### src/rtl/core/shhg_pkg.sv
// ----------------------------------------------------------------------------
// shhg_pkg: shared types and constants of the sine hill height generator
// Holds the field widths, the register indexes, the word handed along the
// divider cells and the full-period sine table built at elaboration.
// ----------------------------------------------------------------------------
`default_nettype none
package shhg_pkg;
	localparam int SQ_W        = 13;
	localparam int PH_W        = 16;
	localparam int HGT_W       = 16;
	localparam int IDX_W       = 2;
	localparam int MAX_SQUARES = 4096;
	localparam int SINE_BITS   = 10;
	localparam int SINE_SIZE   = 1 << SINE_BITS;

	localparam logic [IDX_W-1:0] REG_SQUARES_ACROSS = IDX_W'(0);
	localparam logic [IDX_W-1:0] REG_SQUARES_DOWN   = IDX_W'(1);

	typedef logic signed [15:0] sine_t;
	typedef sine_t sine_rom_t [SINE_SIZE];

	// word handed from one divider cell to the next
	typedef struct packed {
		logic            valid;
		logic            oor;
		logic [SQ_W-1:0] sq_x;
		logic [SQ_W-1:0] sq_z;
		logic [SQ_W-1:0] rem_x;
		logic [SQ_W-1:0] rem_z;
		logic [PH_W-1:0] ph_x;
		logic [PH_W-1:0] ph_z;
	} div_word_t;

	function automatic sine_rom_t build_sine();
		sine_rom_t   rom;
		logic [63:0] q, r, y, y2, a, b, c, s, mag;
		for (int i = 0; i < SINE_SIZE; i++) begin
			q = 64'((i >> (SINE_BITS - 2)) & 3);
			r = 64'(i & ((1 << (SINE_BITS - 2)) - 1));
			y = r << (18 - SINE_BITS);
			if (q == 64'd1 || q == 64'd3)
				y = 64'd65536 - y;
			y2  = (y * y) >> 16;
			a   = 64'd5223 - ((y2 * 64'd307) >> 16);
			b   = 64'd42334 - ((y2 * a) >> 16);
			c   = 64'd102944 - ((y2 * b) >> 16);
			s   = (y * c) >> 16;
			mag = (s * 64'd32767 + 64'd32768) >> 16;
			if (mag > 64'd32767)
				mag = 64'd32767;
			rom[i] = (q < 64'd2) ? sine_t'(mag[15:0]) : -sine_t'(mag[15:0]);
		end
		return rom;
	endfunction

	localparam sine_rom_t SINE_ROM = build_sine();
endpackage
`default_nettype wire

### src/rtl/core/shhg_div_cell.sv
// ----------------------------------------------------------------------------
// shhg_div_cell: one restoring division step for both axes
// Produces one phase bit per axis and hands the word to the next cell.
// ----------------------------------------------------------------------------
`default_nettype none
module shhg_div_cell (
	input  wire logic                clk,
	input  wire logic                arst_n,
	input  wire logic                en,
	input  wire shhg_pkg::div_word_t d,
	output shhg_pkg::div_word_t      q
);
	import shhg_pkg::*;

	logic [SQ_W:0]   rx2, rz2;
	logic            gex, gez;
	div_word_t       nxt;

	always_comb begin
		rx2 = {d.rem_x, 1'b0};
		rz2 = {d.rem_z, 1'b0};
		gex = rx2 >= {1'b0, d.sq_x};
		gez = rz2 >= {1'b0, d.sq_z};
		nxt = d;
		nxt.rem_x = gex ? SQ_W'(rx2 - {1'b0, d.sq_x}) : SQ_W'(rx2);
		nxt.rem_z = gez ? SQ_W'(rz2 - {1'b0, d.sq_z}) : SQ_W'(rz2);
		nxt.ph_x  = {d.ph_x[PH_W-2:0], gex};
		nxt.ph_z  = {d.ph_z[PH_W-2:0], gez};
	end

	always_ff @(posedge clk or negedge arst_n) begin
		if (!arst_n) begin
			q <= '0;
		end else if (en) begin
			q <= nxt;
		end
	end
endmodule
`default_nettype wire

### config.mk
export PLATFORM = sky130hd
export DESIGN_NAME = shhg_div_cell
export DESIGN_NICKNAME = d
export VERILOG_FILES = /design/src/rtl/core/shhg_pkg.sv /design/src/rtl/core/shhg_div_cell.sv
export SDC_FILE = /design/constraint.sdc
export NUM_CORES = 1
export LEC_CHECK = 0
export BUFFER_PORTS_ARGS = -buffer_cell sky130_fd_sc_hd__buf_2
export CAP_MARGIN = 20
export CORE_MARGIN = 3
export CORE_UTILIZATION = 50
export DETAILED_ROUTE_END_ITERATION = 16
export PLACE_DENSITY = 0.81
export SKIP_LAST_GASP = 1
export SLEW_MARGIN = 30
export SYNTH_ARGS = -nofsm -noshare
export SYNTH_HDL_FRONTEND = slang
export SYNTH_SLANG_ARGS = --single-unit
### constraint.sdc
create_clock -name clk -period 1 [get_ports clk]
set_input_delay 0 -clock clk [delete_from_list [all_inputs] [get_ports clk]]
set_output_delay 0 -clock clk [all_outputs]
set_load 0.02 [all_outputs]
-- After elaboration in Yosys (flattened, before gate mapping)
Index checks and enable logic that the tools add are counted.
- output and inout port bits: 86
- register bits after elaboration: 86
- input port bits: 89
- word-level logic and storage cells: 14
- add/subtract/negate cells: 2
- magnitude comparators: 2
- muxes and demuxes: 2
- operators with widths (kind ; count):
    $ge 14x13->1 ; 2
    $mux 13 ; 2
    $sub 13x13->13 ; 2

-- Logic depth before layout (Yosys ltp)
- depth in word-level cells: 2
- gate-level depth with buffers: 11
- gate-level depth less buffers: 10

-- Worst setup path before layout
Ideal clock, no wire load.
- path type: input -> register
- start: input d[45] (netlist bit)
- end: register q[52] (netlist bit)
- path buffers: 0
- data required time: 0.875 ns
- arrival: 1.963 ns
- cell stages on the path: 9
- library setup time: 0.125 ns
- setup slack: -1.087 ns
- cells stage by stage: inv_1 > fa_1 > nand2b_1 > a21oi_2 > a31oi_1 > o21ai_1 > a41oi_2 > mux2_2 > mux2_2
- cells in the longest elaborated chain, start to end: 2
- elaborated cells between the ends (all ways): 3
- those cells by class: add/sub (1); order compare (1); mux (1)
- RTL lines (element ; RTL line ; text):
    from (decl) ; shhg_div_cell.sv:10 ; input wire shhg_pkg::div_word_t d,
    $sub 13x13->13 or $ge 14x13->1 (tied branches) ; shhg_div_cell.sv:25, shhg_div_cell.sv:22 ;
    $mux 13 (*) ; shhg_div_cell.sv:25 ; nxt.rem_x = gex ? SQ_W'(rx2 - {1'b0, d.sq_x}) : SQ_W'(rx2);
    to (signal assigned) ; shhg_div_cell.sv:35 ; q <= nxt;
    to (decl) ; shhg_div_cell.sv:11 ; output shhg_pkg::div_word_t q
Every way passes the cells marked *; elsewhere a longest branch is shown, timed or not.
A chain may end at the register's enable or synchronous reset.

-- Final worst setup path
- start: input d[73] (netlist bit)
- end: register q[54] (netlist bit)
The elaborated chain is that of the path after synthesis.

==> impl_results.md <==
* Final setup margin at -0.9012 ns
* Top post-synthesis cells by area: dfrtp_1 45%, mux2_2 14%, ha_1 6.8%
* Starting Density at 0.5308
* Setup_tns at -19.03 ns
* Library cells used by synthesis at 49
* CTS buffer count at 9
* Final WL at 20380 um
* Status: complete, but fails checks
* # rows at 34
* Min-delay src: d[35]
* Startpoint Class: input pin
* Initial antenna violation count at 0
* Worst-path maximum fanout at 4
* Largest register FFs at 86
* Die Y at 103.6 um
* Clk buf depth at 2
* Core Util, Final at 0.9132
* EDFF count, synth at 0
* Clock slew at reported path FFs at 0.10 ns
* Max-slew violations at 0
* First-pass DRT Iterations at 7
* Setup CP Type: input pin to register
* TritonCTS clock tree: yes
* Htree depth at 3
* Reg2reg setup slack at 0.15 ns
* # IOs at 175
* Clock Skews at 0 ns
* Post-route minimum period at 1.901 ns
* Worst VDD drop at 1.191 mV
* Clock root buffer: clkbuf_8
* Chip Width at 103.6 um
* Hold path endpoint: q[36]
* Largest net degree at the start of global routing at 41
* Clock sink count at 86
* Sequential fraction of the synthesis area at 0.4517
* Worst Hold Class: input pin to register
* # diodes at 0
* Area Overhead vs Synth at 72.03%
* DR iter-0 viols at 443
* Crit path required time at 1.29 ns
* Async SR Flop Fraction at 1.000
* Failing checks: negative hold slack, negative setup slack
* Final Hold Viols at 1
* DRC at 0
* R2r startpoint: q[3]
* Final setup viols at 28
* Die area at 0.01074 mm2
* Total Nets Final at 898
* Syn Area/Cell at 10.73 um2
* Worst R2R Path Depth at 1
* Worst Max-Slew Pin Slew at 0.5862 ns
* Critical Path AT at 2.19 ns
* Synth Register Bits at 86
* Unrepaired setup endpoints after global routing: true
* Hpwl dp at 10050 um
* Leakage at 3.830 nW
* Warnings, synthesis at 0
* WHS Path Cells at 3
* I/O Buffers at 172
* Post-Syn Nets at 561
* Synth top area share at 0.4517
* Largest regs: q x86
* Core Region at 0.008976 mm2
* First-pass GRT wire length at 27770 um
* Part of the cycle the worst path needs at 1.901
* Dominant synthesized flop cell: dfrtp_1
* Vias in the first global route at 5528
* Biggest register: q
* Detailed-route via count at 5286
* Latest clock arrival within the worst-skew pair at 0.35 ns
* Vias per inst at 5.796
* Fmax at 0.5260 GHz
* GRT overflow at 0
* Hold_ws at -0.007660 ns
* Slew headroom at 0.6041
* R2r endpoint: q[3]
* Layout cells sized above 1 at 0.5445
* Element type at the critical path end: register
* Gr usage total at 0.3196
* Post-Syn Area at 0.004765 mm2
* Global placement routability congestion at 0.8780
* Largest area contributor in the netlist: dfrtp_1
* Synthesized instance count at 444
* Remaining antenna violation count after routing at 0
* Pwr dens at 1417 mW/mm2
* Wire per inst at 22.35 um
* MaxCap Viol Count at 0
==> per-stage QoR <==
step | instances | power [mW] | setup slack, ns | instance area, um2
after global placement | 796 | 7.477 | -1.028 | 6502
final | 912 | 11.62 | -0.9012 | 8197
after CTS | 898 | 10.89 | -0.6206 | 7825
after floorplan | 444 | 6.201 | -0.9454 | 4975
after global routing | 912 | 12.02 | -0.8708 | 8197
after detailed placement | 796 | 7.625 | -1.082 | 6502
==> routing by layer <==
| metal | part of all wire | track usage | vias up |
|---|---|---|---|
| met1 | 0.34 | 0.3286 | 2544 |
| met3 | 0.074 | 0.07774 | 153 |
| met2 | 0.51 | 0.5869 | 368 |
| met4 | 0.075 | 0.1880 | 0 |
| met5 | 0 | 0 | - |
| li1 | - | - | 2221 |
==> final cells by class <==
type                            count  area [um2]
Timing Repair Buffer              346        2579
Tap cell                          126       157.7
Inverter                           34       165.2
Fill cell                         341       779.5
Clock inverter                      7       107.6
Sequential cell                    86        2152
Multi-Input combinational cell    304        2912
Clock buffer                        9       123.9
==> what timing repair did <==
action / CTS / global route
hold buffers: 74 / 0
gates resized for setup: 60 / 57
buffers inserted: 11 / 17
endpoints found under the setup margin: 28 / 28
gates cloned: 1 / 0
pin swaps: 37 / 38
hold endpoints to repair: 159 / 0
==> where the power goes <==
| group | internal [mW] | total [mW] | leakage, nW | switching, mW |
|---|---|---|---|---|
| registers | 3.91 | 4.18 | 0.993 | 0.276 |
| clock network | 1.44 | 2.88 | 0.117 | 1.44 |
| logic | 2.14 | 4.55 | 2.72 | 2.41 |
==> worst max path at each step <==
stage	slack, ns	endpoint	cells past startpoint	startpoint
3_3_place_gp	-1.03	q[46]	10	d[72]
3_5_place_dp	-1.08	q[46]	10	d[72]
2_1_floorplan	-0.95	q[52]	8	d[72]
5_1_grt	-0.87	q[54]	10	d[73]
4_1_cts	-0.62	q[52]	10	d[45]
6_report	-0.90	q[54]	10	d[73]
==> cell usage after synthesis (all sizes together) (3+ instances only) <==
cell / n
dfrtp: 86
mux2: 58
a21oi: 42
nor2: 41
inv: 34
ha: 26
mux2i: 18
nand2: 16
clkbuf: 13
o21ai: 12
a31oi: 10
xnor2: 10
nor3: 9
a21o: 7
buf: 7
nand2b: 6
nand3: 5
xor2: 5
nand4: 4
o21a: 4
o211ai: 3
or2: 3
or3b: 3
==> placed cells by master, fill, tap and decap left out, types with 3 or more instances in the layout <==
| master | instances |
|---|---|
| a21o_1 | 4 |
| a21oi_1 | 26 |
| a21oi_2 | 9 |
| a21oi_4 | 7 |
| a31oi_1 | 5 |
| a31oi_4 | 4 |
| buf_12 | 7 |
| buf_2 | 157 |
| buf_4 | 86 |
| buf_6 | 17 |
| buf_8 | 5 |
| clkbuf_8 | 9 |
| dfrtp_1 | 86 |
| dlygate4sd3_1 | 74 |
| ha_1 | 9 |
| ha_4 | 17 |
| inv_1 | 23 |
| inv_2 | 4 |
| inv_4 | 5 |
| mux2_2 | 56 |
| mux2i_1 | 15 |
| nand2_1 | 14 |
| nand2b_1 | 4 |
| nand3_1 | 5 |
| nand4_1 | 4 |
| nor2_1 | 39 |
| nor3_1 | 8 |
| o21a_1 | 4 |
| o21ai_0 | 6 |
| o21ai_1 | 3 |
| or3b_4 | 3 |
| xnor2_1 | 10 |
| xor2_1 | 5 |
==> cells by family after synthesis <==
| family | share of synthesized area |
|---|---|
| AO/OA/AOI/OAI | 0.1232 |
| XOR/XNOR | 0.02757 |
| adder cells (fa/ha/maj) | 0.07668 |
| buffers and inverters | 0.05147 |
| flip-flops | 0.4517 |
| multiplexers | 0.1749 |
| AND/OR/NAND/NOR | 0.09454 |
==> worst max-delay path: stages <==
cell	delay, ns
buf_6	0.10
inv_4	0.06
ha_4	0.21
o211ai_1	0.29
a21oi_2	0.08
o311a_1	0.43
o21a_1	0.27
o21ai_2	0.16
or3b_4	0.42
a31oi_4	0.17
No activity file was read; power rests on OpenSTA's default activity.
